## src/sv/cpu8alu_pkg.sv

```systemverilog
// types and constants shared by the 8-bit cpu alu block
// no dependencies; imported by cpu8alu_exec and cpu8_alu_with_flags_core
`default_nettype none

package cpu8alu_pkg;

	typedef enum logic [3:0] {
		CMD_ADD   = 4'd0,
		CMD_ADC   = 4'd1,
		CMD_SBC   = 4'd2,
		CMD_AND   = 4'd3,
		CMD_XOR   = 4'd4,
		CMD_CP    = 4'd5,
		CMD_INC8  = 4'd6,
		CMD_DEC8  = 4'd7,
		CMD_RLCA  = 4'd8,
		CMD_RLA   = 4'd9,
		CMD_RL    = 4'd10,
		CMD_BIT   = 4'd11,
		CMD_ADD16 = 4'd12,
		CMD_INC16 = 4'd13,
		CMD_DEC16 = 4'd14
	} cmd_t;

	// flag bit positions in the 4-bit flag word
	localparam int unsigned FLAG_Z = 3;
	localparam int unsigned FLAG_N = 2;
	localparam int unsigned FLAG_H = 1;
	localparam int unsigned FLAG_C = 0;

	localparam int unsigned WORD_W = 16;
	localparam int unsigned BYTE_W = 8;

	typedef struct packed {
		logic [3:0]        cmd;
		logic [WORD_W-1:0] operand_a;
		logic [WORD_W-1:0] operand_b;
		logic [2:0]        bit_index;
		logic [3:0]        flags;
	} alu_req_t;

	typedef struct packed {
		logic [WORD_W-1:0] result;
		logic [3:0]        flags;
	} alu_rsp_t;

endpackage

`default_nettype wire

```

## src/sv/cpu8_alu_with_flags_core.sv

```systemverilog
// top level of the 8-bit cpu alu: input register, datapath, result register
// depends on cpu8alu_pkg and cpu8alu_exec
//
// usage:
//   input channel: in_valid / in_stall with cmd, operand_a, operand_b,
//   bit_index and flags_in. an item is taken at a clock edge where in_valid
//   is high and in_stall is low.
//   output channel: out_valid / out_stall with result and flags_out, taken
//   the same way. every item gives exactly one result item, in order.
//   path: an accepted item passes the input register, then the datapath
//   into the result register, before it is offered at the output.
//   throughput: one item per cycle while out_stall stays low; the datapath is a
//   single pass of 8- and 16-bit adders between the two registers.
//   stall: while the result register holds an untaken item under out_stall,
//   the input register still fills once; in_stall rises only when both
//   stages are full, so nothing is dropped.
//   reset: arst_n low clears both stage valid bits at once; no item is
//   pending after reset.
`default_nettype none

module cpu8_alu_with_flags_core
	import cpu8alu_pkg::*;
(
	input  wire                clk,
	input  wire                arst_n,
	input  wire                in_valid,
	output logic               in_stall,
	input  wire [3:0]          cmd,
	input  wire [WORD_W-1:0]   operand_a,
	input  wire [WORD_W-1:0]   operand_b,
	input  wire [2:0]          bit_index,
	input  wire [3:0]          flags_in,
	output logic               out_valid,
	input  wire                out_stall,
	output logic [WORD_W-1:0]  result,
	output logic [3:0]         flags_out
);

	logic     valid_s1;
	alu_req_t req_s1;
	logic     valid_s2;
	alu_rsp_t rsp_s2;
	alu_rsp_t rsp_comb;
	logic     s2_blocked;
	logic     s1_load;

	assign s2_blocked = valid_s2 && out_stall;
	assign in_stall   = valid_s1 && s2_blocked;
	assign s1_load    = !in_stall;

	always_ff @(posedge clk or negedge arst_n) begin
		if (!arst_n) begin
			valid_s1 <= 1'b0;
		end else if (s1_load) begin
			valid_s1 <= in_valid;
		end
	end

	always_ff @(posedge clk) begin
		if (s1_load && in_valid) begin
			req_s1.cmd       <= cmd;
			req_s1.operand_a <= operand_a;
			req_s1.operand_b <= operand_b;
			req_s1.bit_index <= bit_index;
			req_s1.flags     <= flags_in;
		end
	end

	cpu8alu_exec u_exec (
		.req (req_s1),
		.rsp (rsp_comb)
	);

	always_ff @(posedge clk or negedge arst_n) begin
		if (!arst_n) begin
			valid_s2 <= 1'b0;
		end else if (!s2_blocked) begin
			valid_s2 <= valid_s1;
		end
	end

	always_ff @(posedge clk) begin
		if (!s2_blocked && valid_s1) begin
			rsp_s2 <= rsp_comb;
		end
	end

	assign out_valid = valid_s2;
	assign result    = rsp_s2.result;
	assign flags_out = rsp_s2.flags;

	// an item taken at the input lands in the first stage
	a_in_to_s1: assert property (@(posedge clk) disable iff (!arst_n)
		in_valid && !in_stall |=> valid_s1)
		else $error("accepted item missing from first stage");

	// a first-stage item moves on whenever the result register is free
	a_s1_to_s2: assert property (@(posedge clk) disable iff (!arst_n)
		valid_s1 && !s2_blocked |=> valid_s2)
		else $error("first-stage item lost on its way to the result register");

	// backpressure only when both stages hold items
	a_stall_full: assert property (@(posedge clk) disable iff (!arst_n)
		in_stall |-> valid_s1 && valid_s2 && out_stall)
		else $error("input stalled with a free stage");

	// the first stage empties only by handing its item on
	a_no_drop: assert property (@(posedge clk) disable iff (!arst_n)
		valid_s1 && s2_blocked |=> valid_s1 && $stable(req_s1))
		else $error("first-stage item changed while held");

endmodule

`default_nettype wire

```

## src/sv/cpu8alu_exec.sv

```systemverilog
// combinational datapath of the 8-bit cpu alu: result and new z n h c flags
// depends on cpu8alu_pkg
`default_nettype none

module cpu8alu_exec
	import cpu8alu_pkg::*;
(
	input  wire alu_req_t req,
	output alu_rsp_t      rsp
);

	always_comb begin
		logic [BYTE_W-1:0] a;
		logic [BYTE_W-1:0] b;
		logic              cin;
		logic              c_add;
		logic              c_sub;
		logic [BYTE_W:0]   sum9;
		logic [4:0]        hsum;
		logic [BYTE_W:0]   dif9;
		logic [4:0]        hdif;
		logic [WORD_W:0]   sum17;
		logic [12:0]       hsum13;
		logic [BYTE_W-1:0] r8;
		logic [WORD_W-1:0] res;
		logic [3:0]        f;

		a      = req.operand_a[BYTE_W-1:0];
		b      = req.operand_b[BYTE_W-1:0];
		cin    = req.flags[FLAG_C];
		c_add  = (cmd_t'(req.cmd) == CMD_ADC) ? cin : 1'b0;
		c_sub  = (cmd_t'(req.cmd) == CMD_SBC) ? cin : 1'b0;
		sum9   = {1'b0, a} + {1'b0, b} + {{BYTE_W{1'b0}}, c_add};
		hsum   = {1'b0, a[3:0]} + {1'b0, b[3:0]} + {4'd0, c_add};
		dif9   = {1'b0, a} - {1'b0, b} - {{BYTE_W{1'b0}}, c_sub};
		hdif   = {1'b0, a[3:0]} - {1'b0, b[3:0]} - {4'd0, c_sub};
		sum17  = {1'b0, req.operand_a} + {1'b0, req.operand_b};
		hsum13 = {1'b0, req.operand_a[11:0]} + {1'b0, req.operand_b[11:0]};
		r8     = '0;
		res    = req.operand_a;
		f      = req.flags;

		case (req.cmd)
			CMD_ADD, CMD_ADC: begin
				r8 = sum9[BYTE_W-1:0];
				res = {8'd0, r8};
				f = '0;
				f[FLAG_Z] = (r8 == '0);
				f[FLAG_H] = hsum[4];
				f[FLAG_C] = sum9[BYTE_W];
			end
			CMD_SBC, CMD_CP: begin
				r8 = dif9[BYTE_W-1:0];
				// compare keeps the operand, only the flags change
				res = (cmd_t'(req.cmd) == CMD_CP) ? req.operand_a : {8'd0, r8};
				f = '0;
				f[FLAG_Z] = (r8 == '0);
				f[FLAG_N] = 1'b1;
				f[FLAG_H] = hdif[4];
				f[FLAG_C] = dif9[BYTE_W];
			end
			CMD_AND: begin
				r8 = a & b;
				res = {8'd0, r8};
				f = '0;
				f[FLAG_Z] = (r8 == '0);
				f[FLAG_H] = 1'b1;
			end
			CMD_XOR: begin
				r8 = a ^ b;
				res = {8'd0, r8};
				f = '0;
				f[FLAG_Z] = (r8 == '0);
			end
			CMD_INC8: begin
				r8 = a + 8'd1;
				res = {8'd0, r8};
				f[FLAG_Z] = (r8 == '0);
				f[FLAG_N] = 1'b0;
				f[FLAG_H] = (a[3:0] == 4'hF);
			end
			CMD_DEC8: begin
				r8 = a - 8'd1;
				res = {8'd0, r8};
				f[FLAG_Z] = (r8 == '0);
				f[FLAG_N] = 1'b1;
				f[FLAG_H] = (a[3:0] == 4'h0);
			end
			CMD_RLCA: begin
				r8 = {a[6:0], a[7]};
				res = {8'd0, r8};
				f = '0;
				f[FLAG_C] = a[7];
			end
			CMD_RLA, CMD_RL: begin
				r8 = {a[6:0], cin};
				res = {8'd0, r8};
				f = '0;
				f[FLAG_C] = a[7];
				f[FLAG_Z] = (cmd_t'(req.cmd) == CMD_RL) && (r8 == '0);
			end
			CMD_BIT: begin
				f[FLAG_Z] = ~a[req.bit_index];
				f[FLAG_N] = 1'b0;
				f[FLAG_H] = 1'b1;
			end
			CMD_ADD16: begin
				res = sum17[WORD_W-1:0];
				f[FLAG_N] = 1'b0;
				f[FLAG_H] = hsum13[12];
				f[FLAG_C] = sum17[WORD_W];
			end
			CMD_INC16: begin
				res = req.operand_a + 16'd1;
			end
			CMD_DEC16: begin
				res = req.operand_a - 16'd1;
			end
			// unused code passes operand and flags through
			default: begin
				res = req.operand_a;
				f = req.flags;
			end
		endcase

		rsp.result = res;
		rsp.flags  = f;
	end

endmodule

`default_nettype wire

```

## config.mk

```make
export PLATFORM = sky130hd
export DESIGN_NAME = cpu8_alu_with_flags_core
export DESIGN_NICKNAME = d
export VERILOG_FILES = /design/src/sv/cpu8alu_pkg.sv /design/src/sv/cpu8_alu_with_flags_core.sv /design/src/sv/cpu8alu_exec.sv
export SDC_FILE = /design/constraint.sdc
export NUM_CORES = 1
export LEC_CHECK = 0
export ABC_AREA = 0
export BUFFER_PORTS_ARGS = -buffer_cell sky130_fd_sc_hd__buf_4
export CAP_MARGIN = 5
export CORE_UTILIZATION = 45
export DETAILED_ROUTE_END_ITERATION = 16
export PLACE_DENSITY = 0.77
export SYNTH_ARGS = -nofsm -noshare
export SYNTH_HDL_FRONTEND = slang
export SYNTH_SLANG_ARGS = --single-unit
```

## constraint.sdc

```tcl
create_clock -name clk -period 3.31 [get_ports clk]
set_input_delay 0.1655 -clock clk [delete_from_list [all_inputs] [get_ports clk]]
set_output_delay 0.1655 -clock clk [all_outputs]
set_load 0.05 [all_outputs]
```

# [After elaboration in Yosys (flattened, before gate mapping)]
# Cells that the tools add are included.
[totals] register_bits=65 latchBits=0 ram_bits=0 rom_bits=0 inputBits=47 output_inout_bits=22 elab_cells=74 n_memories=0
[op_classes] add_sub_neg=14 n_mul=0 n_div=0 n_lt_le_gt_ge=1 n_eq_ne=15 shift=0 n_mux=9 bitwise_logic=3 n_reduce_logical=23
[ops] cell="$pmux W16 S11" count=1
[ops] cell="$logic_not A8 Y1" count=7
[ops] cell="$eq A4 B4 Y1 const B" count=8
[ops] cell="$add A16 B16 Y17" count=1
[ops] cell="$add A16 B1 Y16 const B" count=1
[ops] cell="$eq A4 B3 Y1 const B" count=4
[ops] cell="$mux W16" count=1
[ops] cell="$sub A16 B1 Y16 const B" count=1
[ops] cell="$pmux W2 S7" count=1
[ops] cell="$add A12 B12 Y13" count=1
[ops] cell="$reduce_or A2 Y1" count=5
[ops] cell="$add A8 B8 Y9" count=1
[ops] cell="$add A9 B1 Y9" count=1
[ops] cell="$pmux W1 S9" count=1
[ops] cell="$sub A8 B8 Y9" count=1
[ops] cell="$sub A9 B1 Y9" count=1
[ops] cell="$add A8 B1 Y8 const B" count=1
[ops] cell="$and A8 B8 Y8" count=1
[ops] cell="$eq A4 B2 Y1 const B" count=2
[ops] cell="$logic_not A4 Y1" count=2
[ops] cell="$sub A8 B1 Y8 const B" count=1
[ops] cell="$xor A8 B8 Y8" count=1
[ops] cell="$add A4 B4 Y5" count=1
[ops] cell="$add A5 B1 Y5" count=1
[ops] cell="12 further kinds" count=19

# [Logic depth before layout (Yosys ltp)]
# Gate-level depths: netlist (run 1).
[logic_depth] word_depth=5 ltp_mapped=13 ltp_nobuf=13

# [By module]
# A second synthesis (run 1) with hierarchy kept.
[unflattened] cells_unflattened=661 hier_area_um2=6102.1
[by_module_without_submodules] module="cpu8alu_exec" n_inst=1 cells_each=590 area_per_inst_um2=4117.7 seq_area_each_um2=0.0
[by_module_without_submodules] module="cpu8_alu_with_flags_core" n_inst=1 cells_each=71 area_per_inst_um2=1984.4 seq_area_each_um2=1941.9

# [Least setup slack after synthesis (run 1)]
# OpenSTA, ideal clock, no wires.
[synth_timing] path_kind="register -> register" startpoint="register req_s1[42] in the netlist's numbering" endpoint="register rsp_s2, in the netlist result[15], data pin" t_arrival_ns=3.208 t_required_ns=3.046 slack_ns=-0.162 path_stages_with_launch=13 period_less_slack_ns=3.472 cell_sequence="edfxtp_1 > buf_2 > nand2_1 > nor2_1 > ha_1 > a21o_1 > a221oi_1 > a21bo_2 > and4_1 > nor3_1 > xor2_1 > o311a_1 > o21ai_1"
[synth_lines] element="start, declared" line_no="cpu8_alu_with_flags_core.sv:40" source="alu_req_t req_s1;"
[synth_lines] element="end signal, assigned" line_no="cpu8_alu_with_flags_core.sv:84" source="rsp_s2 <= rsp_comb;"
[synth_lines] element="end, declared" line_no="cpu8_alu_with_flags_core.sv:42" source="alu_rsp_t rsp_s2;"

==> results of run 1 <==
layer usage:
layer	track usage (%)	vias to the layer above	share of wire (%)
li1	-	2660	-
met1	43.9	2781	42
met2	48.0	364	43
met3	7.57	50	11
met4	14.5	0	3.3
met5	0	-	0
final cells by class:
type	instances	area, µm²
clock buffer	10	239
sequential	65	1940
tap	168	210
fill	985	4660
timing repair buffer	156	1280
clock inverter	6	65.1
multi-input combinational	495	3630
inverter	34	128
sequential cells by signal, indices dropped and copies added, names as in the netlist:
name	count
valid_s1	1
out_valid	1
result	16
flags_out	4
req_s1	43
stage by stage:
| stage | TNS [ps] | std cells | hold WS [ps] |
|---|---|---|---|
| detailed placement | -90.0 | 871 | -49.4 |
| global placement | -11.3 | 871 | -51.9 |
| finish | 0 | 934 | 17.5 |
| global route | -149 | 934 | 21.3 |
| floorplan | 0 | 626 | -130 |
| CTS | 0 | 930 | 0.693 |
worst max-delay path, delay by kind of cell (launching register included):
| family | cells | cell delay, ps |
|---|---|---|
| simple gates | 4 | 1100 |
| fa+ha+maj | 2 | 720 |
| compound gates | 3 | 670 |
| flops | 1 | 520 |
| buf+inv | 2 | 130 |
cells in the mapped netlist (5+ instances only):
library cell,instances
sky130_fd_sc_hd__a211oi_1,7
sky130_fd_sc_hd__a21o_1,13
sky130_fd_sc_hd__a21oi_1,53
sky130_fd_sc_hd__a221oi_1,12
sky130_fd_sc_hd__a22oi_1,8
sky130_fd_sc_hd__a31oi_1,14
sky130_fd_sc_hd__a32oi_1,6
sky130_fd_sc_hd__and3_1,6
sky130_fd_sc_hd__buf_2,12
sky130_fd_sc_hd__clkbuf_1,14
sky130_fd_sc_hd__edfxtp_1,63
sky130_fd_sc_hd__fa_1,6
sky130_fd_sc_hd__ha_1,49
sky130_fd_sc_hd__inv_1,31
sky130_fd_sc_hd__nand2_1,42
sky130_fd_sc_hd__nand2b_1,8
sky130_fd_sc_hd__nand3_1,15
sky130_fd_sc_hd__nand4_1,7
sky130_fd_sc_hd__nor2_1,54
sky130_fd_sc_hd__nor2b_1,8
sky130_fd_sc_hd__nor3_1,14
sky130_fd_sc_hd__nor4_1,7
sky130_fd_sc_hd__o21ai_0,35
sky130_fd_sc_hd__o21bai_1,7
sky130_fd_sc_hd__o22ai_1,11
sky130_fd_sc_hd__o31ai_1,5
sky130_fd_sc_hd__xnor2_1,29
sky130_fd_sc_hd__xor2_1,9
repair_timing:
item / CTS / global route
setup buffers: 1 / 2
hold buffers: 42 / 2
setup endpoints to repair: 2 / 9
pin swaps: 0 / 8
hold endpoints to repair: 43 / 2
resized for setup: 3 / 29
report_power, final:
part | internal, W | switching (W) | total [W]
clock network | 0.000605 | 0.000401 | 0.00101
registers | 0.000989 | 0.0000443 | 0.00103
logic | 0.000429 | 0.000664 | 0.00109
total | 0.00202 | 0.00111 | 0.00313
final timing paths:
| path | from | end | depth (start not counted) | slack (ps) |
|---|---|---|---|---|
| max in group asynchronous | arst_n | valid_s1 | 2 | 3080 |
| max reg2reg | req_s1[41] | flags_out[3] | 11 | 50 |
| min in group asynchronous | arst_n | out_valid | 2 | 150 |
| max | req_s1[41] | flags_out[3] | 11 | 50 |
| min reg2reg | valid_s1 | out_valid | 1 | 520 |
| min | in_valid | valid_s1 | 2 | 20 |
logic make-up after synthesis:
group                    after synthesis  synth area share [%]
adder cells (fa/ha/maj)               55                  12.9
buffers and inverters                 66                  4.81
multiplexers                           5                  1.32
XOR/XNOR                              38                  5.84
AO/OA/AOI/OAI                        216                  25.4
AND/OR/NAND/NOR                      181                  15.7
flip-flops                            65                  34.1
==> flow_summary.rst, run 1 <==
.. list-table::
   :header-rows: 1

   * - Metric
     - Value
   * - Synthesized area per cell
     - 9.11 µm²
   * - Iteration count of the initial detailed-routing pass
     - 7
   * - Weighted congestion reported at the end of routability-driven placement
     - 0.975
   * - Crit path launch type
     - register
   * - Remaining global-route overflow
     - 0
   * - Post-synth EDFFs
     - 63
   * - Total placed instance area
     - 6600 µm²
   * - Most area-consuming cells after synthesis
     - sky130_fd_sc_hd__edfxtp_1, sky130_fd_sc_hd__ha_1, sky130_fd_sc_hd__a21oi_1, sky130_fd_sc_hd__xnor2_1, sky130_fd_sc_hd__nor2_1
   * - Overall via count from detail_route
     - 5855
   * - Clock slew seen by the registers of the worst setup and hold paths
     - 60 ps
   * - Fraction of final layout cells with drive strength greater than 1
     - 22.1%
   * - Clock tree buffer depth
     - 2
   * - Worst Tran Pin Value
     - 1020 ps
   * - Most used DFF post-synth
     - sky130_fd_sc_hd__edfxtp_1
   * - Setup repair after global routing missed its margin
     - yes
   * - Layout net count
     - 863
   * - # diodes
     - 0
   * - Endpoint required time on the critical path
     - 3520 ps
   * - Core Footprint
     - 12200 µm²
   * - Number of slew-limit violations in the final report
     - 0
   * - Number of H-tree branching levels
     - 3
   * - Boundary Pins
     - 69
   * - Kind of critical path
     - register to register
   * - Type of destination of the critical path
     - register
   * - Total wirelength of the detailed-routed design
     - 20500 µm
   * - Core Rows
     - 40
   * - Die Footprint
     - 13100 µm²
   * - Commonest non-fill, non-tap cell in the layout
     - sky130_fd_sc_hd__buf_4
   * - Worst Clk Skew
     - 9.29 ps
   * - Port Buf Inserts
     - 68
   * - Leakage
     - 2.99 nW
   * - Flops & latches, synth
     - 65
   * - Commonest cells after routing, fill and taps aside
     - sky130_fd_sc_hd__buf_4, sky130_fd_sc_hd__edfxtp_1, sky130_fd_sc_hd__nor2_1
   * - Drt via density
     - 6.27
   * - Number of CTS-inserted buffers
     - 9
   * - Worst-case vdd ir drop
     - 0.276 mV
   * - CP peak stage delay
     - 520 ps
   * - Synth-to-layout area growth
     - 31.6%
   * - Syn nets
     - 728
   * - Relative slew slack
     - 31.9%
   * - Post-Place Worst Slack
     - -52.0 ps
   * - Global routing usage summed across all routing layers
     - 32.1%
   * - Hold violation total from the final report
     - 0
   * - Vertical extent of the die
     - 115 µm
   * - Post-synthesis instance area
     - 5700 µm²
   * - Hold WC Path Type
     - input port to register
   * - Syn Inst Count
     - 626
   * - Share of the synthesized area in the top cell type
     - 33.2%
   * - Initial Utilization
     - 46.9%
   * - Residual DRC count
     - 0
   * - Data arrival time at the worst-slack endpoint
     - 3470 ps
   * - Utilization after layout
     - 61.7%
   * - FFs w/ async S/R, synth
     - 3.08%
   * - Status
     - finished clean
   * - Power per standard cell area
     - 418 nW/µm²
   * - Synth Warn #
     - 0
   * - Slowest CP cell
     - sky130_fd_sc_hd__edfxtp_1
   * - Initial DRC Count
     - 674
   * - DR WL/cell
     - 21.9 µm
   * - Pin count of the biggest net entering global routing
     - 44
   * - Num Clock Sinks
     - 65
   * - Number of antenna violations at the first check in global routing
     - 0
   * - Upper clock frequency limit
     - 0.307 GHz
   * - CP Max Fanout
     - 6
   * - Die X
     - 115 µm
   * - Max cap viols
     - 0
   * - Post-route antenna net violation count
     - 0
   * - Design area
     - 7500 µm²
   * - Clock Latency Late Sink
     - 350 ps
   * - Vias in the first global route
     - 5548
   * - Clock root cell
     - sky130_fd_sc_hd__clkbuf_16
   * - Count of unique library cells instantiated by Yosys
     - 69
   * - CP cell instances
     - nor3_4 -> and3_4 -> fa_2 -> inv_1 -> fa_2 -> inv_1 -> a2111oi_4 -> nand3_1 -> or4b_4 -> a31oi_4 -> a41o_1
   * - TritonCTS clock tree
     - built
   * - Cell type with the highest aggregate area in the netlist
     - sky130_fd_sc_hd__edfxtp_1
   * - Final setup slack of the worst path
     - 50.3 ps
   * - Share of synthesized area occupied by flip-flops and latches
     - 34.1%
   * - Final total power
     - 0.00313 W
   * - Final HPWL from detailed placement
     - 14900 µm
   * - Final period util
     - 98.5%
   * - Period minus WS final
     - 3260 ps
   * - First-pass GRT wire length
     - 30800 µm
   * - Final setup vio count
     - 0
(Power assumes the default switching activity.)
==> run 2, diff against run 1 <==
CAP_MARGIN = unset   (was 5)
CORE_ASPECT_RATIO = 1.25   (was unset)
CTS_BUF_LIST = sky130_fd_sc_hd__clkbuf_8   (was unset)
==> flow_summary.rst, run 2 (synthesis gave the netlist of run 1 again) <==
.. list-table::
   :header-rows: 1

   * - Metric
     - Value
   * - Status
     - finished clean
   * - Number of H-tree branching levels
     - 3 (unchanged)
   * - Final worst hold slack
     - 15.9 ps (-1.61 ps)
   * - Combinational Power Share
     - 38.0% (+3.1 points)
   * - Relative slew slack
     - 29.3% (-2.6 points)
   * - Num Clock Sinks
     - 65 (unchanged)
   * - Core Rows
     - 45 (+13%)
   * - Worst Hold Depth
     - 2 (unchanged)
   * - Fill cells
     - 1092 (+11%)
   * - First-pass GRT wire length
     - 29400 µm (-4.4%)
   * - Hold WC Path Type
     - input port to register
   * - Number of antenna violations at the first check in global routing
     - 0 (unchanged)
   * - Remaining global-route overflow
     - 0 (unchanged)
   * - Clock tree buffer depth
     - 2 (unchanged)
   * - Iteration count of the initial detailed-routing pass
     - 5 (-2)
   * - Period minus WS final
     - 3180 ps (-83.6 ps)
   * - Upper clock frequency limit
     - 0.315 GHz (+2.6%)
   * - Power per standard cell area
     - 382 nW/µm² (-8.5%)
   * - Final setup slack of the worst path
     - 134 ps (+83.6 ps)
   * - Global routing usage summed across all routing layers
     - 30.4% (-1.7 points)
   * - Reg2Reg Depth
     - 11 (unchanged)
   * - Post-placement cell count
     - 866 (-0.57%)
   * - Residual DRC count
     - 0 (unchanged)
   * - Leakage
     - 2.92 nW (-2.3%)
   * - Reg with most FFs
     - req_s1
   * - Type of destination of the critical path
     - register
   * - Vias in the first global route
     - 5438 (-2.0%)
   * - Worst Clk Skew
     - 17.0 ps (+7.75 ps)
   * - Clock slew seen by the registers of the worst setup and hold paths
     - 80 ps (+20 ps)
   * - Share of total power in sequential cells
     - 37.1% (+4.1 points)
   * - Drt via density
     - 6.17 (-1.6%)
   * - Commonest non-fill, non-tap cell in the layout
     - sky130_fd_sc_hd__buf_4
   * - Switch share
     - 37.1% (+1.7 points)
   * - Vertical extent of the die
     - 128 µm (+12%)
   * - DR WL/cell
     - 20.9 µm (-4.9%)
   * - Overall via count from detail_route
     - 5733 (-2.1%)
   * - Fraction of final layout cells with drive strength greater than 1
     - 19.9% (-2.2 points)
   * - CP Max Fanout
     - 6 (unchanged)
   * - Sum of negative setup slack
     - 0 ps (unchanged)
   * - Die Footprint
     - 13100 µm² (about the same)
   * - Data arrival time at the worst-slack endpoint
     - 3400 ps (-70 ps)
   * - Initial DRC Count
     - 419 (-38%)
   * - Number of slew-limit violations in the final report
     - 0 (unchanged)
   * - Weighted congestion reported at the end of routability-driven placement
     - 0.988 (+1.3%)
   * - Crit path launch type
     - register
   * - Final HPWL from detailed placement
     - 14500 µm (-2.6%)
   * - Total placed instance area
     - 6600 µm² (unchanged)
   * - Hold violation total from the final report
     - 0 (unchanged)
   * - Max cap viols
     - 0 (unchanged)
   * - Number of CTS-inserted buffers
     - 9 (unchanged)
   * - Total wirelength of the detailed-routed design
     - 19400 µm (-5.4%)
   * - Sw power
     - 0.00103 W (-7.1%)
   * - Synth-to-layout area growth
     - 27.7%
   * - Design area
     - 7280 µm² (-2.9%)
   * - Layout net count
     - 862 (-0.12%)
   * - Post-Place Worst Slack
     - 60.5 ps (+113 ps)
   * - Final setup vio count
     - 0 (unchanged)
   * - # diodes
     - 0 (unchanged)
   * - Port Buf Inserts
     - 68 (unchanged)
   * - Initial Utilization
     - 46.4% (-0.43 points)
   * - Pin count of the biggest net entering global routing
     - 44 (unchanged)
   * - Clock network power share
     - 24.9% (-7.2 points)
   * - Clock root cell
     - sky130_fd_sc_hd__clkbuf_8
   * - Commonest cells after routing, fill and taps aside
     - sky130_fd_sc_hd__buf_4, sky130_fd_sc_hd__edfxtp_1, sky130_fd_sc_hd__nor2_1
   * - Core Footprint
     - 12300 µm² (+0.93%)
   * - Kind of critical path
     - register to register
   * - Clock Latency Late Sink
     - 360 ps (about the same)
   * - Boundary Pins
     - 69 (unchanged)
   * - Post-route antenna net violation count
     - 0 (unchanged)
   * - TritonCTS clock tree
     - built
   * - Final period util
     - 96.0% (-2.5 points)
   * - Internal power summed over all cells
     - 0.00175 W (-13%)
   * - Endpoint required time on the critical path
     - 3530 ps (about the same)
   * - Number of flip-flops under the largest register name
     - 43 (unchanged)
   * - Worst Tran Pin Value
     - 1060 ps (+39.6 ps)
   * - Die X
     - 103 µm (-10%)
   * - Cell Count, Final, Fillers Out
     - 929 (-0.54%)
   * - Worst-case vdd ir drop
     - 0.284 mV (+2.8%)
-- run 2: cell count changes in the layout (fill, tap and decap cells not counted), sizes merged --
| cell | delta |
|---|---|
| clkbuf | -1 |
| clkinv | -1 |
| inv | +2 |
| buf | -1 |
-- run 2: area by class of cell --
cell class	count	area, µm²	share of cell area, %
Tap cell	164	205	2.82
Sequential cell	65	1940	26.7
Clock inverter	7	63.8	0.876
Inverter	34	128	1.75
Timing Repair Buffer	155	1290	17.7
Clock buffer	9	124	1.70
Multi-Input combinational cell	495	3530	48.5
-- run 2: power by group through the flow --
| stage | clock [W] | combinational (W) | sequential, W |
|---|---|---|---|
| 6_report | 0.000693 | 0.00106 | 0.00103 |
| 2_1_floorplan | 0 | 0.000560 | 0.00114 |
| 4_1_cts | 0.000694 | 0.00102 | 0.00103 |
| 3_3_place_gp | 0 | 0.000967 | 0.00105 |
| 3_5_place_dp | 0 | 0.000976 | 0.00105 |
| 5_1_grt | 0.000726 | 0.00113 | 0.00104 |
-- run 2: layer usage --
| layer | part of all wire (%) | track usage, % | wire, µm |
|---|---|---|---|
| met4 | 4.0 | 13.5 | 782 |
| met2 | 45 | 46.7 | 8810 |
| met1 | 41 | 41.0 | 7960 |
| met5 | 0 | 0 | 0 |
| met3 | 9.4 | 6.11 | 1820 |
-- run 2: worst max-delay path: stages, from the launching register on --
cell                        delay, ps
sky130_fd_sc_hd__edfxtp_1         490
sky130_fd_sc_hd__nor3_2           210
sky130_fd_sc_hd__and3_1           200
sky130_fd_sc_hd__fa_1             190
sky130_fd_sc_hd__inv_1             60
sky130_fd_sc_hd__fa_1             520
sky130_fd_sc_hd__inv_1             80
sky130_fd_sc_hd__a2111oi_4        350
sky130_fd_sc_hd__nand3_1          130
sky130_fd_sc_hd__or4b_1           490
sky130_fd_sc_hd__a31oi_1          200
sky130_fd_sc_hd__a41o_1           140
-- run 2: per-stage QoR --
| step | utilization (%) | total power, W |
|---|---|---|
| global route | 59.3 | 0.00290 |
| detailed placement | 53.7 | 0.00202 |
| CTS | 58.8 | 0.00275 |
| floorplan | - | 0.00170 |
| finish | 59.3 | 0.00278 |
| global placement | 53.7 | 0.00201 |
-- run 2: final timing paths --
check | startpoint | slack, ps | endpoint
min in group asynchronous | arst_n | 120 | valid_s1
max reg2reg | req_s1[41] | 130 | flags_out[3]
min reg2reg | valid_s1 | 490 | out_valid
max | req_s1[41] | 130 | flags_out[3]
max in group asynchronous | arst_n | 3100 | out_valid
min | in_valid | 20 | valid_s1
-- run 2: what timing repair did --
action | in CTS | in global routing
hold buffers | 44 | 0
buffers inserted | 0 | 3
endpoints found under the hold margin | 45 | 0
endpoints found under the setup margin | 0 | 3
gates resized for setup | 0 | 7
